### src/design/mvt_pkg.sv
`timescale 1ns / 1ps
// Shared types and constants for the 4x4 matrix by 4-vector transform.
package mvt_pkg;

  localparam int unsigned FieldW   = 32;  // width of every vector field on the ports
  localparam int unsigned NumComp  = 4;   // components per vector, also rows per matrix
  localparam int unsigned NumRegs  = 8;   // two registers per matrix column
  localparam int unsigned RegIdxW  = 3;
  localparam int unsigned CfgDataW = 64;
  localparam int unsigned HalfW    = 32;  // one matrix entry per register half

  typedef struct packed {
    logic signed [FieldW-1:0] x_in;
    logic signed [FieldW-1:0] y_in;
    logic signed [FieldW-1:0] z_in;
    logic signed [FieldW-1:0] w_in;
  } vec_in_t;

  typedef struct packed {
    logic signed [FieldW-1:0] x_out;
    logic signed [FieldW-1:0] y_out;
    logic signed [FieldW-1:0] z_out;
    logic signed [FieldW-1:0] w_out;
    logic                     saturated;
  } vec_out_t;

  // load strobes for the three lane pipeline registers
  typedef struct packed {
    logic ld_prod;
    logic ld_pair;
    logic ld_sum;
  } lane_ctrl_t;

endpackage

### src/design/mvt_stream_if.sv
`timescale 1ns / 1ps
// Valid/ready stream interface carrying one payload beat.
interface mvt_stream_if #(
  parameter type T = logic
) ();
  logic valid;
  logic ready;
  T     data;

  modport source (output valid, output data, input ready);
  modport sink   (input valid, input data, output ready);
endinterface

### src/design/mvt_merge.sv
`timescale 1ns / 1ps
// Merge stage: scale, saturate and flag the four lane sums into the output register.
module mvt_merge #(
  parameter int unsigned CW = 32,
  parameter int unsigned FB = 16
) (
  input  logic                   clk_i,
  input  logic                   rst_ni,
  input  logic                   valid_i,
  input  logic signed [2*CW+1:0] sum_i [mvt_pkg::NumComp],
  output logic                   load_ok_o,
  mvt_stream_if.source           out_if
);

  localparam int unsigned SW = 2 * CW + 2;

  logic signed [SW-1:0] shr      [mvt_pkg::NumComp];
  logic signed [CW-1:0] clip     [mvt_pkg::NumComp];
  logic [mvt_pkg::NumComp-1:0] sat_row;
  logic signed [CW-1:0] hi_lim;
  logic signed [CW-1:0] lo_lim;
  mvt_pkg::vec_out_t    out_d, out_q;
  logic                 out_valid_q;

  assign hi_lim = {1'b0, {(CW-1){1'b1}}};
  assign lo_lim = {1'b1, {(CW-1){1'b0}}};

  // floor shift, then the value fits iff all bits from CW-1 upward agree
  always_comb begin
    for (int r = 0; r < mvt_pkg::NumComp; r++) begin
      shr[r]     = sum_i[r] >>> FB;
      sat_row[r] = !((&shr[r][SW-1:CW-1]) || !(|shr[r][SW-1:CW-1]));
      if (sat_row[r]) begin
        clip[r] = shr[r][SW-1] ? lo_lim : hi_lim;
      end else begin
        clip[r] = shr[r][CW-1:0];
      end
    end
    out_d.x_out     = mvt_pkg::FieldW'(clip[0]);
    out_d.y_out     = mvt_pkg::FieldW'(clip[1]);
    out_d.z_out     = mvt_pkg::FieldW'(clip[2]);
    out_d.w_out     = mvt_pkg::FieldW'(clip[3]);
    out_d.saturated = |sat_row;
  end

  assign load_ok_o = !out_valid_q || out_if.ready;

  always_ff @(posedge clk_i or negedge rst_ni) begin
    if (!rst_ni) begin
      out_valid_q <= 1'b0;
    end else if (load_ok_o) begin
      out_valid_q <= valid_i;
    end
  end

  always_ff @(posedge clk_i) begin
    if (load_ok_o && valid_i) begin
      out_q <= out_d;
    end
  end

  assign out_if.valid = out_valid_q;
  assign out_if.data  = out_q;

endmodule
### src/flat_wrapper.sv
// flat-port wrapper written by rule: the top's interface ports become plain ports
module mvt_merge_flat 
#(
  parameter int unsigned CW = 32,
  parameter int unsigned FB = 16
)
  (clk_i, rst_ni, valid_i, sum_i, load_ok_o, out_if_valid, out_if_data, out_if_ready);
  mvt_stream_if out_if_i ();
  input  logic clk_i;
  input  logic rst_ni;
  input  logic valid_i;
  input  logic signed [2*CW+1:0] sum_i[mvt_pkg::NumComp];
  output logic load_ok_o;
  output wire logic [$bits(out_if_i.valid)-1:0] out_if_valid;
  output wire logic [$bits(out_if_i.data)-1:0] out_if_data;
  input wire logic [$bits(out_if_i.ready)-1:0] out_if_ready;
  assign out_if_valid = out_if_i.valid;
  assign out_if_data = out_if_i.data;
  assign out_if_i.ready = out_if_ready;
  mvt_merge #(.CW(CW), .FB(FB)) u_core (.clk_i(clk_i), .rst_ni(rst_ni), .valid_i(valid_i), .sum_i(sum_i), .load_ok_o(load_ok_o), .out_if(out_if_i));
endmodule
### config.mk
export PLATFORM = sky130hd
export DESIGN_NAME = mvt_merge_flat
export DESIGN_NICKNAME = d
export VERILOG_FILES = /design/src/design/mvt_pkg.sv /design/src/design/mvt_stream_if.sv /design/src/design/mvt_merge.sv /design/src/flat_wrapper.sv
export SDC_FILE = /design/constraint.sdc
export NUM_CORES = 1
export LEC_CHECK = 0
export BUFFER_PORTS_ARGS = -buffer_cell sky130_fd_sc_hd__buf_2
export CORE_AREA = 4 4 103 105
export CTS_CLUSTER_SIZE = 20
export DETAILED_ROUTE_END_ITERATION = 16
export DIE_AREA = 0 0 107 109
export PLACE_DENSITY = 0.38
export SETUP_SLACK_MARGIN = 0.3
export SLEW_MARGIN = 20
export SYNTH_ARGS = -nofsm -noshare
export SYNTH_HDL_FRONTEND = slang
export SYNTH_SLANG_ARGS = --single-unit
export TNS_END_PERCENT = 5
### constraint.sdc
create_clock -name clk_i -period 1.3 [get_ports clk_i]
set_input_delay 0.26 -clock clk_i [delete_from_list [all_inputs] [get_ports clk_i]]
set_output_delay 0.26 -clock clk_i [all_outputs]
set_load 0.005 [all_outputs]
==> flow_summary.toml <==
[detailed_routing]
viasPerCell = 3.25
ant_nets = 0
drcViolationCount = 0
dr_total_vias = 910
drt_wl_total_mm = 3.03
drtPass1Iterations = 3
routedWlPerCell_microns = 10.8
drt_iter0_markers = 45

[floorplanning]
rows = 36
floorplan.initialDensity_pct = 4.63
dieHeight_microns = 109
die_x_microns = 107
core_area_sq_um = 9640
boundaryPins = 271
die_area_sq_um = 11700

[synth]
synth_cell_types = 8
yosysTopAreaCellShare_pct = 35.0
synth_edf_count = 1
async_flop_share_pct = 50.0
synthFlopType = "edfxtp_1"
yosysTopAreaCell = "nand4_1"
ys_seq_area_share_pct = 12.3
synthCells = 54
ys_warn_count = 0
syn-num-nets = 322
synth_common_cells = "nand4_1 (25), nor4_1 (11), nor4_2 (9), o41ai_1 (4), nand2b_1 (2)"
synthTopCellsByArea = "nand4_1 (35%), nor4_2 (25%), nor4_1 (15%)"
post-synth-top-count-cell = "nand4_1"
synth-seq-cells = 2
syn_avg_cell_area_sq_um = 8.27
synth_area_sq_um = 447

[placement]
port_buffers = 82
dpl.cell_count = 275
hpwl_mm = 2.84
finalWeightedCongestion = 0.586

[sta]
rsz0062_at_grt = "true"
max_slew_margin_pct = 80.3
fin_crit_ns = 1.35
tightest_slew_ns = 0.293
max_freq_mhz = 739
clock_skew_ns = 0.00537
layout_setup_ws_ns = -0.0539
finalCritPeriodShare_pct = 104
slew_viol_final = 0
fin_hold_ws_ns = 0.264
setup_violations = 1
finalHoldViolCount = 0

[finish]
nets = 416
final_cells = 280
fillers = 1139
multi_input_area_sq_um = 523
area_delta_synth_final_pct = 184
diodes = 0
drive_gt1_share_pct = 74.8
regArea_sq_um = 55.1

[cts]
clkSinkCount = 2
clockRootBuffer = "clkbuf_8"
clk_latency_ns = 0.21
cts_buffers = 3
cts_tree = "done"
htreeDepth = 1
cts_max_path_buffers = 2
clk_pin_slew_ns = 0.03

[flow_run]
maxCapViolCount = 0

[critical_path]
regToRegSetupSlack_ns = 0.40
r2r-end = "u_core.out_if.data"
required_ns = 1.24
cp-end-kind = "flip-flop"
crit_type = "in2reg"
timing.rr.start = "u_core.out_if.valid"
startpoint_type = "input port"
r2r_cells = 2
cp_max_fo = 2
arrival_ns = 1.29

[global_routing]
overflow = 0
grt_max_degree = 4
grt_use_met3_pct = 1.54
use_met1_pct = 6.01
grt_pass1_vias = 851
grt_usage_pct = 4.64
globalRoute.busiestLayer = "met2"
antenna_found_initial = 1
grtUsageMet2_pct = 7.46
grt_pass1_wl_mm = 4.17

[min_path]
holdPathStages = 2
min_to = "u_core.out_if.valid"
min_from = "valid_i"
hold_class = "in2reg"

[pwr]
p_per_area_nw_per_um2 = 444
ir_worst_vdd_v = 0.000128
leakage_uw = 0.000489

[outcome]
failed_checks = "negative setup slack"
outcome = "finished, violations left"
[cell usage in the layout, fill, tap and decap left out]
cell type	n
o41ai_2	3
buf_6	2
and2_1	1
nand2b_1	2
buf_4	7
edfxtp_1	1
clkbuf_1	1
dfrtp_1	1
clkbuf_8	3
nor4_4	6
buf_2	79
dlygate4sd3_1	1
nand4_1	25
nor4_2	9
o41ai_4	1
nor4_1	5
[worst max path at each step]
stage / startpoint / to / slack (ns)
finish: sum_i[259] / u_core.out_if.data / -0.05
global route: sum_i[259] / u_core.out_if.data / -0.15
CTS: sum_i[122] / u_core.out_if.data / -0.17
detailed placement: sum_i[114] / u_core.out_if.data / -0.59
global placement: sum_i[114] / u_core.out_if.data / -0.62
floorplan: sum_i[53] / u_core.out_if.data / 0.07
[registers in the layout (all words and copies together), names as in the netlist]
register and cells:
u_core.out_if.data 1, u_core.out_if.valid 1
[critical path, stage by stage]
cell and delay [ns]:
buf_4 0.12, nor4_4 0.25, nand4_1 0.14, o41ai_2 0.27, buf_4 0.17, nand4_1 0.08
[where the power goes]
group	internal, uW	switching [uW]	total [uW]
clock	208	49.4	257
combinational	121	114	235
sequential	69.7	0.981	70.7
total	399	165	563
[kinds of logic (layout without fill, tap and decap cells)]
logic type | Yosys count | in the layout | share of synthesized area (%)
DFF | 2 | 2 | 12.3
buffers and inverters | 0 | 93 | 0
AOI/OAI and AO/OA | 4 | 4 | 7.84
and+or+nand+nor | 48 | 48 | 79.8
[what timing repair did]
action	4_1_cts	5_1_grt
hold endpoints to repair	1	0
setup endpoints to repair	2	2
hold buffers	1	0
pin swaps	3	6
buffers inserted	0	0
gates resized for setup	10	11
[layer usage]
metal | part of all wire (%) | up-vias | wire [microns]
met3 | 10 | 4 | 316
met1 | 41 | 404 | 1250
li1 | - | 452 | -
met5 | 0.43 | - | 13
met4 | 0.26 | 2 | 8
met2 | 47 | 48 | 1440
[metrics by stage]
stage,total power (uW),cell area [sq um],util [%],TNS (ns),worst slack [ns]
floorplan,97.9,447,-,0,0.0740
global placement,266,1070,11.1,-0.616,-0.616
detailed placement,270,1070,11.1,-0.586,-0.586
CTS,554,1190,12.4,-0.169,-0.169
global route,605,1270,13.2,-0.150,-0.150
finish,563,1270,13.2,-0.0539,-0.0539
[cell type report]
type                    instances  share of cell area (%)
clock buffers                   4                    3.55
flip-flops and latches          2                    4.33
repair buffers                 89                    37.8
multi-input cells              52                    41.2
well taps                     133                    13.1
Note: power is estimated with default switching activity, not from simulation.
